**src/hdl/assert_macros.svh**
```systemverilog
// assertion macros shared by the pose transform rtl
`ifndef ASSERT_MACROS_SVH
`define ASSERT_MACROS_SVH
`ifndef NO_ASSERTIONS
// same-cycle implication, clocked on clk, held off during reset
`define PPT_ASSERT_IMP(label, ante, cons, msg) \
	label: assert property (@(posedge clk) disable iff (!arst_n) (ante) |-> (cons)) \
		else $error(msg);
// next-cycle implication, clocked on clk, held off during reset
`define PPT_ASSERT_NXT(label, ante, cons, msg) \
	label: assert property (@(posedge clk) disable iff (!arst_n) (ante) |=> (cons)) \
		else $error(msg);
`else
`define PPT_ASSERT_IMP(label, ante, cons, msg)
`define PPT_ASSERT_NXT(label, ante, cons, msg)
`endif
`endif

```
**src/hdl/ppt_pkg.sv**
```systemverilog
// shared widths, constants, payload type and arctangent table of the pose transform
package ppt_pkg;

	localparam int CORDIC_STEPS = 18;
	localparam int TABLE_LEN    = 24;
	localparam int NUM_ITER     = (CORDIC_STEPS > TABLE_LEN) ? TABLE_LEN : CORDIC_STEPS;

	localparam int POS_W   = 32;
	localparam int HEAD_W  = 22;
	localparam int VEC_W   = POS_W + 1;
	localparam int ANG_W   = HEAD_W + 1;
	localparam int RAW_W   = 38;
	localparam int ZW      = 33;
	localparam int CW      = 43;
	localparam int GUARD   = 8;
	localparam int STEP_W  = 5;
	// heading differences reach about ten turns either way
	localparam int K_W     = 5;
	localparam int GAIN_W  = 31;
	localparam int PROD_W  = VEC_W + GAIN_W;
	localparam int PRESHIFT = 30 - GUARD;
	localparam int ANG_SHIFT = 14;

	// turn count estimate: round(a / 2pi) with a in q.16, via 41 / 2^24
	localparam int K_SHIFT = 24;
	localparam int KP_W    = ANG_W + 7;
	localparam logic signed [6:0]      K_MUL   = 7'sd41;
	localparam logic signed [KP_W-1:0] K_ROUND = KP_W'(1) <<< (K_SHIFT - 1);

	localparam int S_TDATA_W = 176;
	localparam int M_TDATA_W = 88;
	localparam int M_PAD_W   = M_TDATA_W - 2 * POS_W - HEAD_W;

	localparam logic signed [RAW_W-1:0]  PI_RAW     = 38'sd3373259426;
	localparam logic signed [RAW_W-1:0]  TWO_PI_RAW = 38'sd6746518852;
	localparam logic signed [ZW-1:0]     PI_Z       = 33'sd3373259426;
	localparam logic signed [ZW-1:0]     HALF_PI_Z  = 33'sd1686629713;
	localparam logic signed [ZW-1:0]     HEAD_RND   = 33'sd8192;
	localparam logic signed [GAIN_W-1:0] GAIN_Q30   = 31'sd652032874;

	localparam logic signed [POS_W-1:0]  POS_MAX  = 32'sh7fffffff;
	localparam logic signed [POS_W-1:0]  POS_MIN  = -32'sh7fffffff - 32'sd1;
	localparam logic signed [HEAD_W-1:0] HEAD_MAX = 22'sh1fffff;
	localparam logic signed [HEAD_W-1:0] HEAD_MIN = -22'sh1fffff - 22'sd1;
	localparam logic signed [HEAD_W-1:0] HEAD_REL_MAX = 22'sd205887;

	typedef logic [STEP_W-1:0] step_t;

	// rotator payload handed along the cell row
	typedef struct packed {
		logic signed [CW-1:0]     cx;
		logic signed [CW-1:0]     cy;
		logic signed [ZW-1:0]     z;
		logic signed [POS_W-1:0]  ref_x;
		logic signed [POS_W-1:0]  ref_y;
		logic signed [HEAD_W-1:0] heading;
	} ppt_rot_t;

	// atan(2^-i) in q.30, rounded to nearest
	function automatic logic signed [ZW-1:0] atan_q30(input step_t step);
		case (step)
			5'd0:  atan_q30 = 33'sd843314857;
			5'd1:  atan_q30 = 33'sd497837829;
			5'd2:  atan_q30 = 33'sd263043837;
			5'd3:  atan_q30 = 33'sd133525159;
			5'd4:  atan_q30 = 33'sd67021687;
			5'd5:  atan_q30 = 33'sd33543516;
			5'd6:  atan_q30 = 33'sd16775851;
			5'd7:  atan_q30 = 33'sd8388437;
			5'd8:  atan_q30 = 33'sd4194283;
			5'd9:  atan_q30 = 33'sd2097149;
			5'd10: atan_q30 = 33'sd1048576;
			5'd11: atan_q30 = 33'sd524288;
			5'd12: atan_q30 = 33'sd262144;
			5'd13: atan_q30 = 33'sd131072;
			5'd14: atan_q30 = 33'sd65536;
			5'd15: atan_q30 = 33'sd32768;
			5'd16: atan_q30 = 33'sd16384;
			5'd17: atan_q30 = 33'sd8192;
			5'd18: atan_q30 = 33'sd4096;
			5'd19: atan_q30 = 33'sd2048;
			5'd20: atan_q30 = 33'sd1024;
			5'd21: atan_q30 = 33'sd512;
			5'd22: atan_q30 = 33'sd256;
			5'd23: atan_q30 = 33'sd128;
			default: atan_q30 = '0;
		endcase
	endfunction

endpackage

```
**src/hdl/ppt_out.sv**
```systemverilog
// output register: rounding off the guard bits, frame offset and saturation
`include "assert_macros.svh"
module ppt_out (
	input  logic                              clk,
	input  logic                              arst_n,
	input  logic                              in_valid,
	output logic                              in_ready,
	input  ppt_pkg::ppt_rot_t                 in_data,
	output logic                              out_valid,
	input  logic                              out_ready,
	output logic signed [ppt_pkg::POS_W-1:0]  out_x,
	output logic signed [ppt_pkg::POS_W-1:0]  out_y,
	output logic signed [ppt_pkg::HEAD_W-1:0] out_heading
);

	localparam int SUM_W = ppt_pkg::CW + 1;

	function automatic logic signed [ppt_pkg::POS_W-1:0] finish(
		input logic signed [ppt_pkg::CW-1:0]    c,
		input logic signed [ppt_pkg::POS_W-1:0] r
	);
		logic signed [SUM_W-1:0] s;
		s = (SUM_W'(c) + (SUM_W'(r) <<< ppt_pkg::GUARD)
			+ (SUM_W'(1) <<< (ppt_pkg::GUARD - 1))) >>> ppt_pkg::GUARD;
		if (s > SUM_W'(ppt_pkg::POS_MAX)) begin
			finish = ppt_pkg::POS_MAX;
		end else if (s < SUM_W'(ppt_pkg::POS_MIN)) begin
			finish = ppt_pkg::POS_MIN;
		end else begin
			finish = ppt_pkg::POS_W'(s);
		end
	endfunction

	logic vld_q;

	assign in_ready  = !vld_q || out_ready;
	assign out_valid = vld_q;

	always_ff @(posedge clk or negedge arst_n) begin
		if (!arst_n) begin
			vld_q <= 1'b0;
		end else if (in_ready) begin
			vld_q <= in_valid;
		end
	end

	always_ff @(posedge clk) begin
		if (in_valid && in_ready) begin
			out_x       <= finish(in_data.cx, in_data.ref_x);
			out_y       <= finish(in_data.cy, in_data.ref_y);
			out_heading <= in_data.heading;
		end
	end

	`PPT_ASSERT_NXT(a_drain, vld_q && out_ready && !in_valid, !vld_q, "result repeated after its transaction")

endmodule
```
**config.mk**
```make
export PLATFORM = sky130hd
export DESIGN_NAME = ppt_out
export DESIGN_NICKNAME = d
export VERILOG_FILES = /design/src/hdl/ppt_pkg.sv /design/src/hdl/ppt_out.sv
export VERILOG_INCLUDE_DIRS = /design/src /design/src/hdl
export SDC_FILE = /design/constraint.sdc
export NUM_CORES = 1
export LEC_CHECK = 0
export ABC_CLOCK_PERIOD_IN_PS = 3200
export BUFFER_PORTS_ARGS = -buffer_cell sky130_fd_sc_hd__buf_2
export CORE_MARGIN = 4
export CORE_UTILIZATION = 40
export DETAILED_ROUTE_END_ITERATION = 8
export GPL_TIMING_DRIVEN = 0
export PLACE_DENSITY = 0.69
export SLEW_MARGIN = 20
export SYNTH_ARGS = -nofsm -noshare
export SYNTH_HDL_FRONTEND = slang
export SYNTH_SLANG_ARGS = --single-unit
```
**constraint.sdc**
```tcl
create_clock -name clk -period 3.2 [get_ports clk]
set_clock_uncertainty 0.05 [all_clocks]
set_input_delay 0.48 -clock clk [delete_from_list [all_inputs] [get_ports clk]]
set_output_delay 0.48 -clock clk [all_outputs]
set_load 0.005 [all_outputs]
```
==> impl_metrics.py <==
metrics = {
    "status": {
        "outcome": "finished, violations left",
        "violations": "setup timing",
    },
    "cells_and_area": {
        "antenna_cells": 0,
        "final_area_sq_um": 9800,
        "syn_to_final_growth_pct": 45.1,
        "num-nets-final": 1251,
        "drive_gt1_share_pct": 44.1,
        "finalCoreUtilization_pct": 59.1,
        "fin_cells": 1195,
    },
    "grt": {
        "antenna_found_initial": 2,
        "track_usage_pct": 18.5,
        "first_global_vias": 5988,
        "grt-ovfl-total": 0,
        "grt_max_degree": 48,
        "grt_pass1_wl_microns": 28200,
    },
    "worst_setup_path": {
        "path_class": "primary input to flop",
        "cp_cell_sequence": "buf_8 -> ha_4 -> a211o_1 -> a21oi_2 -> o311a_4 -> o21ai_4 -> a221oi_2 -> o31ai_2 -> a211oi_2 -> xnor2_2 -> o41ai_4 -> buf_6 -> buf_8 -> o41ai_2",
        "cp_data_arrival_time_ns": 3.25,
        "max_stage_delay_ns": 0.39,
        "cp.required_ns": 3.23,
        "crit_path_frequent_cell": "buf_8",
        "ff2ff_setup_slack_ns": 1.49,
        "critPathLaunchType": "primary input",
        "crit_slowest_cell": "o41ai_4",
        "critPathCaptureType": "flop",
        "path_max_fanout": 7,
    },
    "placed_design": {
        "routabilityCongestion": 0.862,
        "dp.cells": 1152,
        "portBuffers": 249,
        "postPlaceCellArea_sq_um": 8440,
        "dp_hpwl_microns": 14500,
    },
    "cts": {
        "cts_tree": "built",
        "cts.clk_slew.worst_paths_ns": 0.07,
        "cts-htree-levels": 3,
        "cts_sinks": 87,
        "cts_buffers": 9,
        "cts.path.max_buffers": 2,
        "clock_latency_ns": 0.34,
        "cts_root_buf": "clkbuf_16",
    },
    "floorplanning": {
        "dieArea_sq_um": 19000,
        "die_w_microns": 138,
        "fp.dieH_microns": 138,
        "io_pins": 297,
        "core.rowCount": 47,
        "initial_core_util_pct": 40.7,
        "core-area_sq_um": 16600,
    },
    "yosys": {
        "syn_area_sq_um": 6760,
        "synth-simple-area-share_pct": 9.63,
        "synth_top_family_by_area": "compound AO/OA/AOI/OAI gates",
        "synth_warnings": 0,
        "synth_xor_area_share_pct": 7.65,
        "synth_flop_cell": "edfxtp_1",
        "seq_area_frac_synth_pct": 38.6,
        "async_flop_share_pct": 1.15,
        "muxShareOfSynthArea_pct": 0,
        "synth-compound-area-share_pct": 27.7,
        "synth_edf_count": 86,
        "syn_nets": 963,
        "synthCells": 682,
        "synthAdderAreaFrac_pct": 13.6,
        "synth-seq-cells": 87,
        "yosysUniqueCellTypes": 59,
        "synth.avg_cell_area_sq_um": 9.91,
    },
    "timing": {
        "rsz0062_at_grt": "yes",
        "slew-limit-headroom_pct": 63.8,
        "finalSetupViolCount": 3,
        "tightest_slew_ns": 0.538,
        "finalWorstPathRequiredPeriod_ns": 3.22,
        "hold_viol_final": 0,
        "drv_slew": 0,
        "max_freq_mhz": 311,
        "tns_ns": -0.0284,
        "period_share_pct": 101,
        "layout_setup_ws_ns": -0.0182,
    },
    "power": {
        "p_leak_nw": 4.18,
        "power_density_nw_per_um2": 426,
        "total_power_mw": 4.18,
        "irDropWorstVdd_mv": 0.205,
    },
    "run": {
        "max-cap-violations": 0,
    },
    "detailed_routing": {
        "drcViolationCount": 0,
        "firstDrtPassIters": 5,
        "ant_nets": 0,
        "vias": 6241,
        "drt_iter0_markers": 273,
        "wl_per_cell_microns": 16.1,
        "routed_via_density": 5.22,
        "postRouteWirelength_microns": 19200,
    },
    "hold_path": {
        "hp-class": "primary input to flop",
    },
}
layer usage:
metal	GRT usage [%]	up-vias	wire [microns]
met1	22.3	2849	7750
li1	-	3183	-
met3	3.48	23	1110
met4	5.32	4	332
met2	33.5	182	10000
met5	0	-	16
cells in the mapped netlist (5+ instances only):
cell	count	area share, %
o21ai_1	37	2.7
o21a_1	7	0.78
ha_1	70	13
o31ai_1	8	0.89
xor2_1	27	3.5
nand3_1	12	0.89
nand2b_1	9	0.83
edfxtp_1	86	38
nand4_1	6	0.56
o21ai_0	26	1.9
o211ai_1	5	0.56
a31oi_1	10	0.93
a211oi_1	10	1.1
inv_1	26	1.4
nor2_1	32	1.8
buf_2	12	0.89
xnor2_1	32	4.1
a21o_1	64	7.1
nor2b_1	10	0.93
nand2_1	43	2.4
and3_1	7	0.65
a21oi_1	67	5.0
clkbuf_1	8	0.44
nor3_1	7	0.52
layout by cell type (no fill, tap or decap), types with 7 or more instances in the layout:
cell type,Yosys,routed
a21o_1,64,64
buf_2,12,243
buf_6,0,16
clkbuf_16,0,11
a21oi_2,1,10
ha_4,0,12
edfxtp_1,86,86
ha_2,0,7
a31oi_1,10,7
a21oi_1,67,55
o21ai_1,37,7
o21ai_0,26,24
buf_8,0,7
nand2_1,43,42
inv_1,26,25
xor2_1,27,24
nor2b_1,10,10
o21a_1,7,7
nor2_1,32,30
buf_4,1,22
ha_1,70,51
nand2b_1,9,7
o21ai_2,1,31
nand3_1,12,11
xnor2_1,32,29
logic make-up after synthesis:
kind of cell / Yosys count
adder cells (fa/ha/maj): 72
AO/OA/AOI/OAI: 280
XOR/XNOR: 59
buffers and inverters: 47
AND/OR/NAND/NOR: 137
flip-flops: 87
power by group:
| part | switching (mW) | total [mW] | internal, mW |
|---|---|---|---|
| registers | 0.0231 | 1.43 | 1.40 |
| clock network | 0.455 | 1.06 | 0.605 |
| logic | 0.892 | 1.69 | 0.797 |
| total | 1.37 | 4.18 | 2.81 |
repair_timing:
| item | in CTS | in global routing |
|---|---|---|
| gates cloned | 3 | 3 |
| resized for setup | 54 | 113 |
| buffers inserted | 13 | 9 |
| setup endpoints to repair | 62 | 62 |
| endpoints found under the hold margin | 1 | 0 |
| hold buffers | 1 | 0 |
| pin swaps | 22 | 26 |
final cells by class:
type,instances,area [sq um]
clock inverter,7,71.3
clock buffer,9,225
tap,220,275
multi-input combinational,548,4750
timing repair buffer,279,1590
sequential,87,2610
inverter,26,97.6
buffer,19,190
fill,1445,6780
state kept, by name (all words and copies together) (netlist names):
signal and count:
out_heading 22, out_valid 1, out_x 32, out_y 32
final timing paths:
| kind | end | start | depth (start not counted) |
|---|---|---|---|
| min in group asynchronous | out_valid$_DFFE_PN0N_ | arst_n | 2 |
| setup reg to reg | out_heading[11]$_DFFE_PP_ | out_valid$_DFFE_PN0N_ | 3 |
| max in group asynchronous | out_valid$_DFFE_PN0N_ | arst_n | 2 |
| hold / removal | out_heading[5]$_DFFE_PP_ | in_data[5] | 1 |
| hold reg to reg | out_valid$_DFFE_PN0N_ | out_valid$_DFFE_PN0N_ | 2 |
| setup / recovery | out_x[17]$_SDFFCE_PN1P_ | in_data[170] | 14 |
critical path: cells and delay by family:
| kind | cells | cell delay [ns] |
|---|---|---|
| XOR/XNOR | 1 | 0.12 |
| AO/OA/AOI/OAI | 9 | 1.97 |
| adder cells (fa/ha/maj) | 1 | 0.23 |
| buffers and inverters | 3 | 0.44 |
metrics by stage:
| stage | setup slack, ns | hold WS, ns |
|---|---|---|
| 2_1_floorplan | -0.00331 | 0.134 |
| 3_3_place_gp | -0.893 | 0.204 |
| 3_5_place_dp | -0.776 | 0.205 |
| 4_1_cts | -0.000228 | 0.246 |
| 5_1_grt | -0.113 | 0.244 |
| 6_report | -0.0182 | 0.261 |
No activity file was read; power rests on OpenSTA's default activity.
