## src/hdl/assert_macros.svh

```systemverilog
// assertion macros shared by the pose transform rtl
`ifndef ASSERT_MACROS_SVH
`define ASSERT_MACROS_SVH
`ifndef NO_ASSERTIONS
// same-cycle implication, clocked on clk, held off during reset
`define PPT_ASSERT_IMP(label, ante, cons, msg) \
	label: assert property (@(posedge clk) disable iff (!arst_n) (ante) |-> (cons)) \
		else $error(msg);
// next-cycle implication, clocked on clk, held off during reset
`define PPT_ASSERT_NXT(label, ante, cons, msg) \
	label: assert property (@(posedge clk) disable iff (!arst_n) (ante) |=> (cons)) \
		else $error(msg);
`else
`define PPT_ASSERT_IMP(label, ante, cons, msg)
`define PPT_ASSERT_NXT(label, ante, cons, msg)
`endif
`endif

```

## src/hdl/ppt_pkg.sv

```systemverilog
// shared widths, constants, payload type and arctangent table of the pose transform
package ppt_pkg;

	localparam int CORDIC_STEPS = 18;
	localparam int TABLE_LEN    = 24;
	localparam int NUM_ITER     = (CORDIC_STEPS > TABLE_LEN) ? TABLE_LEN : CORDIC_STEPS;

	localparam int POS_W   = 32;
	localparam int HEAD_W  = 22;
	localparam int VEC_W   = POS_W + 1;
	localparam int ANG_W   = HEAD_W + 1;
	localparam int RAW_W   = 38;
	localparam int ZW      = 33;
	localparam int CW      = 43;
	localparam int GUARD   = 8;
	localparam int STEP_W  = 5;
	// heading differences reach about ten turns either way
	localparam int K_W     = 5;
	localparam int GAIN_W  = 31;
	localparam int PROD_W  = VEC_W + GAIN_W;
	localparam int PRESHIFT = 30 - GUARD;
	localparam int ANG_SHIFT = 14;

	// turn count estimate: round(a / 2pi) with a in q.16, via 41 / 2^24
	localparam int K_SHIFT = 24;
	localparam int KP_W    = ANG_W + 7;
	localparam logic signed [6:0]      K_MUL   = 7'sd41;
	localparam logic signed [KP_W-1:0] K_ROUND = KP_W'(1) <<< (K_SHIFT - 1);

	localparam int S_TDATA_W = 176;
	localparam int M_TDATA_W = 88;
	localparam int M_PAD_W   = M_TDATA_W - 2 * POS_W - HEAD_W;

	localparam logic signed [RAW_W-1:0]  PI_RAW     = 38'sd3373259426;
	localparam logic signed [RAW_W-1:0]  TWO_PI_RAW = 38'sd6746518852;
	localparam logic signed [ZW-1:0]     PI_Z       = 33'sd3373259426;
	localparam logic signed [ZW-1:0]     HALF_PI_Z  = 33'sd1686629713;
	localparam logic signed [ZW-1:0]     HEAD_RND   = 33'sd8192;
	localparam logic signed [GAIN_W-1:0] GAIN_Q30   = 31'sd652032874;

	localparam logic signed [POS_W-1:0]  POS_MAX  = 32'sh7fffffff;
	localparam logic signed [POS_W-1:0]  POS_MIN  = -32'sh7fffffff - 32'sd1;
	localparam logic signed [HEAD_W-1:0] HEAD_MAX = 22'sh1fffff;
	localparam logic signed [HEAD_W-1:0] HEAD_MIN = -22'sh1fffff - 22'sd1;
	localparam logic signed [HEAD_W-1:0] HEAD_REL_MAX = 22'sd205887;

	typedef logic [STEP_W-1:0] step_t;

	// rotator payload handed along the cell row
	typedef struct packed {
		logic signed [CW-1:0]     cx;
		logic signed [CW-1:0]     cy;
		logic signed [ZW-1:0]     z;
		logic signed [POS_W-1:0]  ref_x;
		logic signed [POS_W-1:0]  ref_y;
		logic signed [HEAD_W-1:0] heading;
	} ppt_rot_t;

	// atan(2^-i) in q.30, rounded to nearest
	function automatic logic signed [ZW-1:0] atan_q30(input step_t step);
		case (step)
			5'd0:  atan_q30 = 33'sd843314857;
			5'd1:  atan_q30 = 33'sd497837829;
			5'd2:  atan_q30 = 33'sd263043837;
			5'd3:  atan_q30 = 33'sd133525159;
			5'd4:  atan_q30 = 33'sd67021687;
			5'd5:  atan_q30 = 33'sd33543516;
			5'd6:  atan_q30 = 33'sd16775851;
			5'd7:  atan_q30 = 33'sd8388437;
			5'd8:  atan_q30 = 33'sd4194283;
			5'd9:  atan_q30 = 33'sd2097149;
			5'd10: atan_q30 = 33'sd1048576;
			5'd11: atan_q30 = 33'sd524288;
			5'd12: atan_q30 = 33'sd262144;
			5'd13: atan_q30 = 33'sd131072;
			5'd14: atan_q30 = 33'sd65536;
			5'd15: atan_q30 = 33'sd32768;
			5'd16: atan_q30 = 33'sd16384;
			5'd17: atan_q30 = 33'sd8192;
			5'd18: atan_q30 = 33'sd4096;
			5'd19: atan_q30 = 33'sd2048;
			5'd20: atan_q30 = 33'sd1024;
			5'd21: atan_q30 = 33'sd512;
			5'd22: atan_q30 = 33'sd256;
			5'd23: atan_q30 = 33'sd128;
			default: atan_q30 = '0;
		endcase
	endfunction

endpackage

```

## src/hdl/ppt_cordic_cell.sv

```systemverilog
// one rotation cell of the cordic row: a shift-add micro-rotation and its stage register
module ppt_cordic_cell (
	input  logic               clk,
	input  logic               arst_n,
	input  ppt_pkg::step_t     step,
	input  logic               in_valid,
	output logic               in_ready,
	input  ppt_pkg::ppt_rot_t  in_data,
	output logic               out_valid,
	input  logic               out_ready,
	output ppt_pkg::ppt_rot_t  out_data
);

	logic                          vld_q;
	ppt_pkg::ppt_rot_t             data_q;
	ppt_pkg::ppt_rot_t             nxt_c;
	logic signed [ppt_pkg::CW-1:0] dx_c, dy_c;
	logic signed [ppt_pkg::ZW-1:0] at_c;

	assign in_ready = !vld_q || out_ready;

	always_comb begin
		nxt_c = in_data;
		dx_c  = in_data.cy >>> step;
		dy_c  = in_data.cx >>> step;
		at_c  = ppt_pkg::atan_q30(step);
		if (!in_data.z[ppt_pkg::ZW-1]) begin
			nxt_c.cx = in_data.cx - dx_c;
			nxt_c.cy = in_data.cy + dy_c;
			nxt_c.z  = in_data.z - at_c;
		end else begin
			nxt_c.cx = in_data.cx + dx_c;
			nxt_c.cy = in_data.cy - dy_c;
			nxt_c.z  = in_data.z + at_c;
		end
	end

	always_ff @(posedge clk or negedge arst_n) begin
		if (!arst_n) begin
			vld_q <= 1'b0;
		end else if (in_ready) begin
			vld_q <= in_valid;
		end
	end

	always_ff @(posedge clk) begin
		if (in_valid && in_ready) begin
			data_q <= nxt_c;
		end
	end

	assign out_valid = vld_q;
	assign out_data  = data_q;

endmodule

```

## config.mk

```make
export PLATFORM = sky130hd
export DESIGN_NAME = ppt_cordic_cell
export DESIGN_NICKNAME = d
export VERILOG_FILES = /design/src/hdl/assert_macros.svh /design/src/hdl/ppt_pkg.sv /design/src/hdl/ppt_cordic_cell.sv
export SDC_FILE = /design/constraint.sdc
export NUM_CORES = 1
export LEC_CHECK = 0
export ABC_AREA = 0
export CAP_MARGIN = 20
export CELL_PAD_IN_SITES_DETAIL_PLACEMENT = 0
export CELL_PAD_IN_SITES_GLOBAL_PLACEMENT = 2
export CORE_MARGIN = 8
export CORE_UTILIZATION = 41
export CTS_CLUSTER_SIZE = 12
export DETAILED_ROUTE_END_ITERATION = 16
export DONT_BUFFER_PORTS = 1
export MAX_ROUTING_LAYER = met4
export PLACE_DENSITY = 0.82
export SLEW_MARGIN = 0
export SYNTH_ARGS = -nofsm -noshare
export SYNTH_HDL_FRONTEND = slang
export SYNTH_SLANG_ARGS = --single-unit
```

## constraint.sdc

```tcl
create_clock -name clk -period 6.82 [get_ports clk]
set_clock_uncertainty 0.1 [all_clocks]
set_input_delay 1.364 -clock clk [delete_from_list [all_inputs] [get_ports clk]]
set_output_delay 1.364 -clock clk [all_outputs]
set_load 0.02 [all_outputs]
```

==> implementation parameters <==
Parameter                              Value

Power and ir drop
  Worst voltage drop across the vdd grid ... roughly 0.14 mV
  Combinational share of power ... a little over two fifths
  P_int ... between 3000 and 4000 uW
  Total design power ... between 5000 and 6000 uW
  P per Cell Area ... roughly 230 mW/mm^2
  Switch share ... between 30 and 40%
  P_leak ... between 0.009 and 0.01 uW
  Sequential share of power ... about a third
  Clock power share ... a little over a fifth
  Sw Pwr ... 2120 uW

Drt
  Amount of wire on met2 after detailed routing ... between 40 and 50 mm
  Highest metal layer used by the detailed router ... met4
  Routed length on met3 ... a little under 8 mm
  Number of vias in the routed layout ... 19200
  Initial DRT Pass Iterations ... 6
  Average detailed-routed wire length per instance ... about 28 um
  Wire length the detailed router placed on met1 ... roughly 35 mm
  Remaining DRCs ... 0
  First DRT Iteration DRCs ... 1980
  Final antenna-violating net count ... 0
  Total wire length after detailed routing ... 85.5 mm
  DR vias/cell ... approximately 6.3

Logic synthesis
  Leading area contributor after synthesis ... sky130_fd_sc_hd__edfxtp_1
  Share of the synthesized area in the top cell type ... between 20 and 30%
  Distinct cells, synth ... between 100 and 150
  Async set or reset register ratio after synthesis ... less than 1%
  Number of synthesized flops with an enable pin ... between 200 and 250
  Cell types with the largest area share after synthesis ... sky130_fd_sc_hd__edfxtp_1 (28%), sky130_fd_sc_hd__mux4_2 (13%), sky130_fd_sc_hd__ha_1 (7.6%)
  Predominant post-synthesis flop cell ... sky130_fd_sc_hd__edfxtp_1
  Post-Syn Nets ... around 2600
  Average footprint of a synthesized cell ... 9.97 um^2
  Post-synthesis instance area ... 0.0220 mm^2
  Warnings, synthesis ... 0
  Cell count after synthesis ... between 2000 and 2500
  Synthesis-stage register bit count ... a little over 200
  Share of the yosys chip area belonging to registers ... 28.1%

Cells and area
  Multi-input gate area ... 0.0149 mm^2
  Fill count ... ~5000
  Leading cell type in the layout, fill and taps excluded ... sky130_fd_sc_hd__buf_4
  Commonest cells after routing, fill and taps aside ... sky130_fd_sc_hd__buf_4 (225), sky130_fd_sc_hd__edfxtp_1 (205), sky130_fd_sc_hd__a21oi_1 (188), sky130_fd_sc_hd__nor2_1 (167), sky130_fd_sc_hd__nand2_1 (158)
  Fraction of layout cells with a size suffix above 1 ... about a fifth
  P&R area growth vs syn ... 12.5%
  Final layout net count ... 2675
  Sequential standard cell area ... between 0.006 and 0.007 mm^2

Run
  Max-cap violations ... 0

Timing
  Transition time of the tightest slew-check pin ... between 1 and 1.5 ns
  Unrepaired setup endpoints after global routing ... no
  Post-route worst hold slack ... approximately 0.42 ns
  Highest clock rate ... 155 MHz
  Remaining max-slew budget at the tightest pin ... 31.2%
  Final Setup Violations ... 0
  Number of max-slew violations in the final report ... 0
  Post-route clock period utilization ... 94.7%
  Number of hold violations in the final report ... 0
  Shortest clock period the worst path allows after layout ... roughly 6.5 ns

Global routing
  Global-route wire length before repair ... ~120 mm
  Initial antenna violation count ... 3
  Final global-route overflow total ... 0
  Total routing usage reported by global routing ... 27.5%
  Vias in the first global route ... around 19000
  Pin count of the biggest net entering global routing ... between 100 and 150

Clock network
  Number of hold buffers added after cts ... 0
  Worst-skew pair later-pin latency ... about 0.53 ns
  Buffer cell driving the clock tree root ... sky130_fd_sc_hd__clkbuf_16
  Buffers inserted by post-CTS timing repair ... 0
  Number of gates given a new drive strength after cts ... 0
  Maximum clock path buffer count ... 3
  CTS Sinks ... ~200
  Htree depth ... 1
  Clock tree from TritonCTS ... yes
  Clock transition time at the flip-flop clock pins of the worst setup and hold paths ... ~0.060 ns
  Inserted Clock Buffers ... 23

Die
  Std-Cell Rows ... 85
  Horizontal die dimension ... roughly 250 um
  Initial Utilization ... approximately 40%
  Total Die Area ... a little over 0.06 mm^2
  Core Region ... approximately 0.053 mm^2
  Die Y ... about 250 um
  Number of top-level pins ... 421

Placed design
  Final HPWL DP ... between 60 and 70 mm
  Quantity of I/O buffers inserted on ports ... 0
  Routability cong. ... about 0.96

Min path
  Worst Hold Class ... in -> async

Critical path
  Critical path start-end classification ... in -> reg
  Arr. time, crit path ... 6.63 ns
  Flop-to-flop setup slack ... ~4.5 ns
  Req. time, crit path ... about 7.0 ns
  Destination of the critical timing path ... out_data[204]$_DFFE_PP_
  Critical-path maximum fanout ... 129
  Cell depth of the worst flop-to-flop path ... 3
  Reg-to-reg startpoint ... out_valid$_DFFE_PN0N_
  Nature of the critical path endpoint ... register
  Reg-to-Reg End ... out_data[204]$_DFFE_PP_
  Worst Setup SP ... step[1]
  Startpoint types ... primary input

Status
  Outcome ... completed
==> Yosys cell counts (all sizes together) (60+ instances only) <==
cell type / count
a21o: 60
a21oi: 192
buf: 84
edfxtp: 205
ha: 133
inv: 62
mux2i: 93
mux4: 130
nand2: 159
nor2: 168
o21ai: 109
xnor2: 142
xor2: 72
==> final cells by class <==
| type | instances | area share (%) |
|---|---|---|
| multi-input combinational | 1802 | 60.4 |
| sequential | 206 | 25.0 |
| timing repair buffer | 229 | 7.16 |
| tap | 696 | 3.52 |
| clock buffer | 34 | 2.58 |
| inverter | 63 | 0.957 |
| clock inverter | 8 | 0.385 |
| antenna | 3 | 0.0304 |
==> worst max-delay path, cell delays in order <==
cell	delay, ns
sky130_fd_sc_hd__mux4_2	0.56
sky130_fd_sc_hd__mux4_2	0.53
sky130_fd_sc_hd__a21oi_2	0.18
sky130_fd_sc_hd__ha_1	0.23
sky130_fd_sc_hd__inv_1	0.06
sky130_fd_sc_hd__or3_4	0.42
sky130_fd_sc_hd__nor3b_4	0.33
sky130_fd_sc_hd__nor2_1	0.09
sky130_fd_sc_hd__xnor2_1	0.13
sky130_fd_sc_hd__ha_1	0.32
sky130_fd_sc_hd__o21ai_0	0.31
sky130_fd_sc_hd__nor2_1	0.09
sky130_fd_sc_hd__a21oi_1	0.18
sky130_fd_sc_hd__buf_4	0.15
sky130_fd_sc_hd__a311oi_1	0.09
sky130_fd_sc_hd__buf_4	0.15
sky130_fd_sc_hd__nor3_1	0.39
sky130_fd_sc_hd__nor2_1	0.14
sky130_fd_sc_hd__a31o_2	0.29
sky130_fd_sc_hd__a22oi_1	0.24
sky130_fd_sc_hd__a211o_1	0.18
sky130_fd_sc_hd__xnor2_1	0.07
==> through the flow <==
stage                     instance area (um^2)  instances  TNS (ns)  setup WS [ns]  util (%)
after global placement                   24000       2996    -0.372         -0.160      44.9
after floorplan                          22100       2204    -0.144         -0.141         -
final                                    24700       3041         0          0.364      46.3
after detailed placement                 24000       2996    -0.339         -0.111      44.9
after global routing                     24700       3041         0         0.0747      46.3
after CTS                                24700       3038         0          0.453      46.3
==> layer usage <==
metal	vias to the layer above	GRT usage (%)
li1	8747	-
met1	9468	35.2
met2	910	44.3
met3	113	5.49
met4	0	7.26
met5	-	-
==> cells by family after synthesis <==
kind of cell / Yosys count / synth area share (%)
flip-flops: 206 / 28.1
multiplexers: 266 / 19.9
XOR/XNOR: 214 / 8.53
buffers and inverters: 196 / 4.41
AND/OR/NAND/NOR: 558 / 12.4
adder cells (fa/ha/maj): 136 / 7.85
AO/OA/AOI/OAI: 628 / 18.8
==> worst min path at each step <==
stage | slack (ns) | end
global placement | 0.76 | out_valid$_DFFE_PN0N_
finish | 0.42 | out_valid$_DFFE_PN0N_
CTS | 0.39 | out_valid$_DFFE_PN0N_
floorplan | 0.68 | out_valid$_DFFE_PN0N_
global route | 0.39 | out_valid$_DFFE_PN0N_
detailed placement | 0.80 | out_valid$_DFFE_PN0N_
==> power groups by stage <==
stage	Clock, uW	Sequential, uW	Combinational [uW]
6_report	1230	1980	2480
4_1_cts	1260	1990	2460
3_3_place_gp	0	2010	2430
3_5_place_dp	0	2010	2440
2_1_floorplan	0	1970	1760
5_1_grt	1310	1990	2700
==> flip-flops by register name, indices dropped and copies added, names as in the netlist <==
signal	count
out_data	205
out_valid	1
Power figures use the tool's default switching activity.
