--- config.mk ---
export PLATFORM = sky130hd
export DESIGN_NAME = ppt_front
export DESIGN_NICKNAME = d
export VERILOG_FILES = /design/src/hdl/ppt_pkg.sv /design/src/hdl/ppt_front.sv
export VERILOG_INCLUDE_DIRS = /design/src /design/src/hdl
export SDC_FILE = /design/constraint.sdc
export NUM_CORES = 2
export LEC_CHECK = 0
export BUFFER_PORTS_ARGS = -buffer_cell sky130_fd_sc_hd__buf_2
export CAP_MARGIN = 10
export CORE_MARGIN = 2
export CORE_UTILIZATION = 30
export CTS_CLUSTER_DIAMETER = 50
export DETAILED_ROUTE_END_ITERATION = 6
export GPL_TIMING_DRIVEN = 0
export PLACE_DENSITY = 0.49
export SETUP_SLACK_MARGIN = 0.02
export SLEW_MARGIN = 20
export SYNTH_ARGS = -nofsm -noshare
export SYNTH_HDL_FRONTEND = slang
export SYNTH_SLANG_ARGS = --single-unit
--- constraint.sdc ---
create_clock -name clk -period 11.4 [get_ports clk]
set_input_delay 0.57 -clock clk [delete_from_list [all_inputs] [get_ports clk]]
set_output_delay 0.57 -clock clk [all_outputs]
set_load 0.02 [all_outputs]
--- src/hdl/assert_macros.svh ---
// assertion macros shared by the pose transform rtl
`ifndef ASSERT_MACROS_SVH
`define ASSERT_MACROS_SVH
`ifndef NO_ASSERTIONS
// same-cycle implication, clocked on clk, held off during reset
`define PPT_ASSERT_IMP(label, ante, cons, msg) \
	label: assert property (@(posedge clk) disable iff (!arst_n) (ante) |-> (cons)) \
		else $error(msg);
// next-cycle implication, clocked on clk, held off during reset
`define PPT_ASSERT_NXT(label, ante, cons, msg) \
	label: assert property (@(posedge clk) disable iff (!arst_n) (ante) |=> (cons)) \
		else $error(msg);
`else
`define PPT_ASSERT_IMP(label, ante, cons, msg)
`define PPT_ASSERT_NXT(label, ante, cons, msg)
`endif
`endif

--- src/hdl/ppt_pkg.sv ---
// shared widths, constants, payload type and arctangent table of the pose transform
package ppt_pkg;

	localparam int CORDIC_STEPS = 18;
	localparam int TABLE_LEN    = 24;
	localparam int NUM_ITER     = (CORDIC_STEPS > TABLE_LEN) ? TABLE_LEN : CORDIC_STEPS;

	localparam int POS_W   = 32;
	localparam int HEAD_W  = 22;
	localparam int VEC_W   = POS_W + 1;
	localparam int ANG_W   = HEAD_W + 1;
	localparam int RAW_W   = 38;
	localparam int ZW      = 33;
	localparam int CW      = 43;
	localparam int GUARD   = 8;
	localparam int STEP_W  = 5;
	// heading differences reach about ten turns either way
	localparam int K_W     = 5;
	localparam int GAIN_W  = 31;
	localparam int PROD_W  = VEC_W + GAIN_W;
	localparam int PRESHIFT = 30 - GUARD;
	localparam int ANG_SHIFT = 14;

	// turn count estimate: round(a / 2pi) with a in q.16, via 41 / 2^24
	localparam int K_SHIFT = 24;
	localparam int KP_W    = ANG_W + 7;
	localparam logic signed [6:0]      K_MUL   = 7'sd41;
	localparam logic signed [KP_W-1:0] K_ROUND = KP_W'(1) <<< (K_SHIFT - 1);

	localparam int S_TDATA_W = 176;
	localparam int M_TDATA_W = 88;
	localparam int M_PAD_W   = M_TDATA_W - 2 * POS_W - HEAD_W;

	localparam logic signed [RAW_W-1:0]  PI_RAW     = 38'sd3373259426;
	localparam logic signed [RAW_W-1:0]  TWO_PI_RAW = 38'sd6746518852;
	localparam logic signed [ZW-1:0]     PI_Z       = 33'sd3373259426;
	localparam logic signed [ZW-1:0]     HALF_PI_Z  = 33'sd1686629713;
	localparam logic signed [ZW-1:0]     HEAD_RND   = 33'sd8192;
	localparam logic signed [GAIN_W-1:0] GAIN_Q30   = 31'sd652032874;

	localparam logic signed [POS_W-1:0]  POS_MAX  = 32'sh7fffffff;
	localparam logic signed [POS_W-1:0]  POS_MIN  = -32'sh7fffffff - 32'sd1;
	localparam logic signed [HEAD_W-1:0] HEAD_MAX = 22'sh1fffff;
	localparam logic signed [HEAD_W-1:0] HEAD_MIN = -22'sh1fffff - 22'sd1;
	localparam logic signed [HEAD_W-1:0] HEAD_REL_MAX = 22'sd205887;

	typedef logic [STEP_W-1:0] step_t;

	// rotator payload handed along the cell row
	typedef struct packed {
		logic signed [CW-1:0]     cx;
		logic signed [CW-1:0]     cy;
		logic signed [ZW-1:0]     z;
		logic signed [POS_W-1:0]  ref_x;
		logic signed [POS_W-1:0]  ref_y;
		logic signed [HEAD_W-1:0] heading;
	} ppt_rot_t;

	// atan(2^-i) in q.30, rounded to nearest
	function automatic logic signed [ZW-1:0] atan_q30(input step_t step);
		case (step)
			5'd0:  atan_q30 = 33'sd843314857;
			5'd1:  atan_q30 = 33'sd497837829;
			5'd2:  atan_q30 = 33'sd263043837;
			5'd3:  atan_q30 = 33'sd133525159;
			5'd4:  atan_q30 = 33'sd67021687;
			5'd5:  atan_q30 = 33'sd33543516;
			5'd6:  atan_q30 = 33'sd16775851;
			5'd7:  atan_q30 = 33'sd8388437;
			5'd8:  atan_q30 = 33'sd4194283;
			5'd9:  atan_q30 = 33'sd2097149;
			5'd10: atan_q30 = 33'sd1048576;
			5'd11: atan_q30 = 33'sd524288;
			5'd12: atan_q30 = 33'sd262144;
			5'd13: atan_q30 = 33'sd131072;
			5'd14: atan_q30 = 33'sd65536;
			5'd15: atan_q30 = 33'sd32768;
			5'd16: atan_q30 = 33'sd16384;
			5'd17: atan_q30 = 33'sd8192;
			5'd18: atan_q30 = 33'sd4096;
			5'd19: atan_q30 = 33'sd2048;
			5'd20: atan_q30 = 33'sd1024;
			5'd21: atan_q30 = 33'sd512;
			5'd22: atan_q30 = 33'sd256;
			5'd23: atan_q30 = 33'sd128;
			default: atan_q30 = '0;
		endcase
	endfunction

endpackage

--- src/hdl/ppt_front.sv ---
// front stages: operand set-up, angle reduction, quadrant fold and gain prescale
`include "assert_macros.svh"
module ppt_front (
	input  logic                                clk,
	input  logic                                arst_n,
	input  logic                                in_valid,
	output logic                                in_ready,
	input  logic                                command,
	input  logic signed [ppt_pkg::POS_W-1:0]    ref_x,
	input  logic signed [ppt_pkg::POS_W-1:0]    ref_y,
	input  logic signed [ppt_pkg::HEAD_W-1:0]   ref_heading,
	input  logic signed [ppt_pkg::POS_W-1:0]    pose_x,
	input  logic signed [ppt_pkg::POS_W-1:0]    pose_y,
	input  logic signed [ppt_pkg::HEAD_W-1:0]   pose_heading,
	output logic                                out_valid,
	input  logic                                out_ready,
	output ppt_pkg::ppt_rot_t                   out_data
);

	// rough turn count, within half a turn of the true one
	function automatic logic signed [ppt_pkg::K_W-1:0] turns_est(
		input logic signed [ppt_pkg::ANG_W-1:0] a
	);
		logic signed [ppt_pkg::KP_W-1:0] p;
		p = a * ppt_pkg::K_MUL + ppt_pkg::K_ROUND;
		turns_est = ppt_pkg::K_W'(p >>> ppt_pkg::K_SHIFT);
	endfunction

	// q.30 residual after taking k whole turns off
	function automatic logic signed [ppt_pkg::RAW_W-1:0] residual(
		input logic signed [ppt_pkg::ANG_W-1:0] a,
		input logic signed [ppt_pkg::K_W-1:0]   k
	);
		logic signed [ppt_pkg::RAW_W-1:0] aw;
		logic signed [ppt_pkg::RAW_W-1:0] kw;
		aw = ppt_pkg::RAW_W'(a) <<< ppt_pkg::ANG_SHIFT;
		kw = ppt_pkg::RAW_W'(k);
		residual = aw - kw * ppt_pkg::TWO_PI_RAW;
	endfunction

	// one correction into (-pi, pi]
	function automatic logic signed [ppt_pkg::ZW-1:0] wrap_fix(
		input logic signed [ppt_pkg::RAW_W-1:0] r
	);
		logic signed [ppt_pkg::RAW_W-1:0] t;
		if (r > ppt_pkg::PI_RAW) begin
			t = r - ppt_pkg::TWO_PI_RAW;
		end else if (r <= -ppt_pkg::PI_RAW) begin
			t = r + ppt_pkg::TWO_PI_RAW;
		end else begin
			t = r;
		end
		wrap_fix = ppt_pkg::ZW'(t);
	endfunction

	logic vld_s1, vld_s2, vld_s3, vld_s4, vld_s5;
	logic rdy_s1, rdy_s2, rdy_s3, rdy_s4, rdy_s5;

	// stage 1 set-up
	logic signed [ppt_pkg::ANG_W-1:0]  rh_w, ph_w, hsum_c, ang_c, dh_c;
	logic signed [ppt_pkg::VEC_W-1:0]  vx_c, vy_c;
	logic signed [ppt_pkg::HEAD_W-1:0] hsat_c;

	logic                              cmd_s1, cmd_s2;
	logic signed [ppt_pkg::VEC_W-1:0]  vx_s1, vy_s1, vx_s2, vy_s2, vx_s3, vy_s3;
	logic signed [ppt_pkg::ANG_W-1:0]  ang_s1, dh_s1;
	logic signed [ppt_pkg::K_W-1:0]    kz_s1, kh_s1;
	logic signed [ppt_pkg::HEAD_W-1:0] hsat_s1, hsat_s2, head_s3, head_s4, head_s5;
	logic signed [ppt_pkg::POS_W-1:0]  rx_s1, ry_s1, rx_s2, ry_s2, rx_s3, ry_s3;
	logic signed [ppt_pkg::POS_W-1:0]  rx_s4, ry_s4, rx_s5, ry_s5;
	logic signed [ppt_pkg::RAW_W-1:0]  rz_s2, rh_s2;
	logic signed [ppt_pkg::ZW-1:0]     z_s3, hd_c, hrnd_c, z_s4, z4_c, z_s5;
	logic                              neg_c, neg_s4;
	logic signed [ppt_pkg::PROD_W-1:0] px_s4, py_s4, pxm_c, pym_c;
	logic signed [ppt_pkg::CW-1:0]     cx_c, cy_c, cx_s5, cy_s5;

	assign rdy_s5   = !vld_s5 || out_ready;
	assign rdy_s4   = !vld_s4 || rdy_s5;
	assign rdy_s3   = !vld_s3 || rdy_s4;
	assign rdy_s2   = !vld_s2 || rdy_s3;
	assign rdy_s1   = !vld_s1 || rdy_s2;
	assign in_ready = rdy_s1;

	always_comb begin
		rh_w   = ppt_pkg::ANG_W'(ref_heading);
		ph_w   = ppt_pkg::ANG_W'(pose_heading);
		hsum_c = rh_w + ph_w;
		dh_c   = ph_w - rh_w;
		if (hsum_c > ppt_pkg::ANG_W'(ppt_pkg::HEAD_MAX)) begin
			hsat_c = ppt_pkg::HEAD_MAX;
		end else if (hsum_c < ppt_pkg::ANG_W'(ppt_pkg::HEAD_MIN)) begin
			hsat_c = ppt_pkg::HEAD_MIN;
		end else begin
			hsat_c = ppt_pkg::HEAD_W'(hsum_c);
		end
		if (command) begin
			// relative: offset from the frame origin, turned back by its heading
			vx_c  = ppt_pkg::VEC_W'(pose_x) - ppt_pkg::VEC_W'(ref_x);
			vy_c  = ppt_pkg::VEC_W'(pose_y) - ppt_pkg::VEC_W'(ref_y);
			ang_c = -rh_w;
		end else begin
			vx_c  = ppt_pkg::VEC_W'(pose_x);
			vy_c  = ppt_pkg::VEC_W'(pose_y);
			ang_c = rh_w;
		end
	end

	// stage 3 heading and stage 4 fold
	always_comb begin
		hd_c   = wrap_fix(rh_s2);
		hrnd_c = (hd_c + ppt_pkg::HEAD_RND) >>> ppt_pkg::ANG_SHIFT;
		neg_c  = 1'b0;
		z4_c   = z_s3;
		if (z_s3 > ppt_pkg::HALF_PI_Z) begin
			neg_c = 1'b1;
			z4_c  = z_s3 - ppt_pkg::PI_Z;
		end else if (z_s3 < -ppt_pkg::HALF_PI_Z) begin
			neg_c = 1'b1;
			z4_c  = z_s3 + ppt_pkg::PI_Z;
		end
	end

	// stage 5: floor shift of the prescaled vector, negated via floor(-p) = ~floor(p - 1)
	always_comb begin
		pxm_c = (px_s4 - ppt_pkg::PROD_W'(1)) >>> ppt_pkg::PRESHIFT;
		pym_c = (py_s4 - ppt_pkg::PROD_W'(1)) >>> ppt_pkg::PRESHIFT;
		if (neg_s4) begin
			cx_c = ~ppt_pkg::CW'(pxm_c);
			cy_c = ~ppt_pkg::CW'(pym_c);
		end else begin
			cx_c = ppt_pkg::CW'(px_s4 >>> ppt_pkg::PRESHIFT);
			cy_c = ppt_pkg::CW'(py_s4 >>> ppt_pkg::PRESHIFT);
		end
	end

	always_ff @(posedge clk or negedge arst_n) begin
		if (!arst_n) begin
			vld_s1 <= 1'b0;
			vld_s2 <= 1'b0;
			vld_s3 <= 1'b0;
			vld_s4 <= 1'b0;
			vld_s5 <= 1'b0;
		end else begin
			if (rdy_s1) vld_s1 <= in_valid;
			if (rdy_s2) vld_s2 <= vld_s1;
			if (rdy_s3) vld_s3 <= vld_s2;
			if (rdy_s4) vld_s4 <= vld_s3;
			if (rdy_s5) vld_s5 <= vld_s4;
		end
	end

	always_ff @(posedge clk) begin
		if (in_valid && rdy_s1) begin
			cmd_s1  <= command;
			vx_s1   <= vx_c;
			vy_s1   <= vy_c;
			ang_s1  <= ang_c;
			kz_s1   <= turns_est(ang_c);
			dh_s1   <= dh_c;
			kh_s1   <= turns_est(dh_c);
			hsat_s1 <= hsat_c;
			rx_s1   <= command ? '0 : ref_x;
			ry_s1   <= command ? '0 : ref_y;
		end
		if (vld_s1 && rdy_s2) begin
			cmd_s2  <= cmd_s1;
			vx_s2   <= vx_s1;
			vy_s2   <= vy_s1;
			rz_s2   <= residual(ang_s1, kz_s1);
			rh_s2   <= residual(dh_s1, kh_s1);
			hsat_s2 <= hsat_s1;
			rx_s2   <= rx_s1;
			ry_s2   <= ry_s1;
		end
		if (vld_s2 && rdy_s3) begin
			vx_s3   <= vx_s2;
			vy_s3   <= vy_s2;
			z_s3    <= wrap_fix(rz_s2);
			head_s3 <= cmd_s2 ? ppt_pkg::HEAD_W'(hrnd_c) : hsat_s2;
			rx_s3   <= rx_s2;
			ry_s3   <= ry_s2;
		end
		if (vld_s3 && rdy_s4) begin
			px_s4   <= vx_s3 * ppt_pkg::GAIN_Q30;
			py_s4   <= vy_s3 * ppt_pkg::GAIN_Q30;
			neg_s4  <= neg_c;
			z_s4    <= z4_c;
			head_s4 <= head_s3;
			rx_s4   <= rx_s3;
			ry_s4   <= ry_s3;
		end
		if (vld_s4 && rdy_s5) begin
			cx_s5   <= cx_c;
			cy_s5   <= cy_c;
			z_s5    <= z_s4;
			head_s5 <= head_s4;
			rx_s5   <= rx_s4;
			ry_s5   <= ry_s4;
		end
	end

	assign out_valid        = vld_s5;
	assign out_data.cx      = cx_s5;
	assign out_data.cy      = cy_s5;
	assign out_data.z       = z_s5;
	assign out_data.ref_x   = rx_s5;
	assign out_data.ref_y   = ry_s5;
	assign out_data.heading = head_s5;

	`PPT_ASSERT_IMP(a_wrap_range, vld_s3, (z_s3 > -ppt_pkg::PI_Z) && (z_s3 <= ppt_pkg::PI_Z), "rotator angle left (-pi, pi] after reduction")
	`PPT_ASSERT_IMP(a_fold_range, vld_s4, (z_s4 >= -ppt_pkg::HALF_PI_Z) && (z_s4 <= ppt_pkg::HALF_PI_Z), "rotator angle outside the right half plane after fold")
	`PPT_ASSERT_IMP(a_rel_heading, vld_s3 && $past(cmd_s2) && $past(vld_s2 && rdy_s3), (head_s3 >= -ppt_pkg::HEAD_REL_MAX) && (head_s3 <= ppt_pkg::HEAD_REL_MAX), "relative heading not wrapped")

endmodule

==> results_dict.tcl <==
set metrics [dict create \
    routed_wl_mm 274.3 \
    grt_setup_unrepaired "no" \
    synth_ff_type "edfxtp_1" \
    cts_inserted_buffers 169 \
    drt_pass1_iterations 5 \
    area_growth_pct 14.89 \
    hpwl_mm 229.9 \
    clkTransAtPathRegs_ns 0.06 \
    die-height_um 564.8 \
    ys_top_cells_by_count "inv_1, ha_1, edfxtp_1" \
    worst_pin_slew_ns 1.076 \
    start_util_pct 30.20 \
    stdcell_area_um2 108400 \
    crit_path_end_kind "flip-flop" \
    antenna_found_initial 32 \
    mappedNetlistArea_um2 94360 \
    overflow 0 \
    r2r-end "px_s4[62]$_DFFE_PP_" \
    cts_sinks 1068 \
    syn_area_per_cell_um2 11.26 \
    die_w_um 564.8 \
    setup_violations 0 \
    vias 61800 \
    finalClockSkew_ns 0.03996 \
    grt_first_pass_wirelength_mm 411.2 \
    fin_crit_ns 10.10 \
    ys_warn_count 0 \
    cts_tree "done" \
    yosysMostFrequentCell "inv_1" \
    hold_path.class "in -> reg" \
    gp_congestion 0.9056 \
    netlist.area_leader.share_pct 33.83 \
    dieArea_um2 319000 \
    cp.buffers_inverters 2 \
    fill_cells 31276 \
    hold_violations 0 \
    rr_worst_depth 24 \
    finalMaxSlewViolations 0 \
    highest_layer "met5" \
    crit_chain "ha_1 -> xor2_1 -> ha_1 -> a21oi_1 -> fa_1 -> inv_1 -> fa_1 -> fa_1 -> fa_1 -> fa_1 -> fa_1 -> ha_1 -> clkbuf_1 -> nand4_1 -> or4_1 -> a2111oi_1 -> nor3_1 -> o311ai_0 -> and3_1 -> nor2_1 -> a211oi_1 -> a21o_1 -> a21oi_1 -> xnor2_1" \
    syn_nets 10705 \
    rrSetupSlack_ns 1.30 \
    met1_length_mm 122.4 \
    syn_inst 8378 \
    hold_end "ry_s1[28]$_SDFFCE_PP0P_" \
    ios 384 \
    cts_root_buf "clkbuf_16" \
    synth_edf_count 1063 \
    crit_fanout 8 \
    drive_gt1_share_pct 9.073 \
    cp.arrival_ns 10.67 \
    outcome "finished, final reports clean" \
    detail_route.iter0.violations 3739 \
    ys_seq_area_share_pct 33.96 \
    antenna_left 0 \
    num_rows 205 \
    grt_pass1_vias 65119 \
    track_usage_pct 17.12 \
    ys_seq_elements 1068 \
    routed_via_density 4.653 \
    port_buffers 382 \
    postPlaceCellArea_um2 102400 \
    wl_met3_mm 11.76 \
    drc 0 \
    synth.distinct_cells 85 \
    finalCritPeriodShare_pct 88.61 \
    worstHoldStart "ref_y[28]" \
    whs_path_depth 3 \
    nNetsFinal 11316 \
    cp.required_ns 11.96 \
    max_slew_margin_pct 28.06 \
    insertion_delay_ns 0.84 \
    max_freq_mhz 99.00 \
    critPathTopFamily "adder cells" \
    post-place-ws_ns 1.630 \
    synth_area_leader_cell "edfxtp_1" \
    core_um2 312400 \
    ys_top_cells_by_area "edfxtp_1, fa_1, ha_1" \
    ys_async_sr_fraction_pct 0.4682 \
    path_class "reg -> reg" \
    wl_met2_mm 131.2 \
    fin_ws_ns 1.299 \
    crit_top_cell "fa_1" \
    cp-start-kind "flip-flop" \
    wl_per_cell_um 20.65 \
    max_stage_delay_ns 0.91 \
    reg2reg_from "vx_s3[15]$_DFFE_PP_" \
    slowest_stage "o311ai_0" \
    grt_max_degree 56 \
    cts.htree.levels 4 \
    cts.path.max_buffers 4 \
    drv_cap 0 \
]
sequential cells by signal, summed over array words and instances, names as in the netlist, 36 cells and up:
signal,cells
rz_s2,36
cy_s5,42
px_s4,63
rh_s2,36
cx_s5,42
py_s4,63
area by class of cell:
class / count / area, um^2 / share of cell area, %
Multi-Input combinational cell: 5444 / 55310 / 51.03
Buffer: 134 / 528.0 / 0.4871
Timing Repair Buffer: 440 / 3015 / 2.782
Inverter: 1732 / 6502 / 5.998
Clock buffer: 183 / 4324 / 3.989
Antenna cell: 16 / 40.04 / 0.03693
Tap cell: 4140 / 5180 / 4.778
Sequential cell: 1068 / 32050 / 29.56
Clock inverter: 125 / 1456 / 1.343
cells by family after synthesis:
logic type	Yosys count	synth area share, %
multiplexers	64	0.7465
AO/OA/AOI/OAI	1321	9.010
AND/OR/NAND/NOR	1228	6.356
flip-flops	1068	33.96
buffers and inverters	1866	7.436
adder cells (fa/ha/maj)	2151	36.18
XOR/XNOR	679	6.303
other	1	0.003974
how the worst max path moves through the flow:
stage,from,endpoint,cells after the start
final,vx_s3[15]$_DFFE_PP_,px_s4[62]$_DFFE_PP_,24
after global routing,vx_s3[15]$_DFFE_PP_,px_s4[62]$_DFFE_PP_,24
after CTS,vx_s3[16]$_DFFE_PP_,px_s4[62]$_DFFE_PP_,24
after detailed placement,vx_s3[16]$_DFFE_PP_,px_s4[62]$_DFFE_PP_,24
after global placement,out_ready,cy_s5[0]$_DFFE_PP_,3
after floorplan,out_ready,cx_s5[0]$_DFFE_PP_,2
worst min-delay path, stage by stage:
cell,delay (ns)
buf_2,0.08
inv_1,0.06
nor2_1,0.09
layout by cell type, fill, tap and decap left out, types with 19 or more instances in the layout:
cell	n
inv_1	1730
ha_1	1187
edfxtp_1	1063
fa_1	963
xnor2_1	432
buf_2	385
a21oi_1	381
nor2_1	360
nand2_1	297
o21ai_0	250
xor2_1	247
a21o_1	204
clkbuf_16	171
clkbuf_1	121
nand3_1	80
nor3_1	80
nand2b_1	69
nor2b_1	61
a31oi_1	58
o31ai_1	54
mux2_2	51
and3_1	48
o21bai_1	48
a211oi_1	42
nand4_1	41
or3_1	40
o21a_1	37
and2_1	28
nor4_1	26
inv_6	23
o22ai_1	22
a21boi_0	22
or2_2	20
o41ai_1	20
clkinv_2	20
o211ai_1	19
dlygate4sd3_1	19
buf_16	19
per-stage QoR:
step,std cells,hold slack [ns],utilization (%),TNS [ns]
after floorplan,8378,0.2744,-,0
after global placement,12900,0.3855,32.47,-1290.94
after detailed placement,12939,0.3888,32.78,0
after CTS,13266,0.001855,34.69,0
after global routing,13277,0.02262,34.70,0
final,13282,0.06849,34.70,0
layer usage:
layer | global-route usage [%] | vias up
li1 | - | 29420
met1 | 22.68 | 30745
met2 | 28.77 | 1268
met3 | 2.294 | 363
met4 | 5.593 | 4
met5 | 0 | -
repair_timing:
| item | 4_1_cts | 5_1_grt |
|---|---|---|
| hold buffers | 19 | 0 |
| endpoints found under the hold margin | 23 | 0 |
| setup buffers | 0 | 0 |
| resized for setup | 0 | 0 |
Power is left out: the tool's default activity adds up to more than one toggle a clock period on the data nets, which glitch-free logic cannot reach.
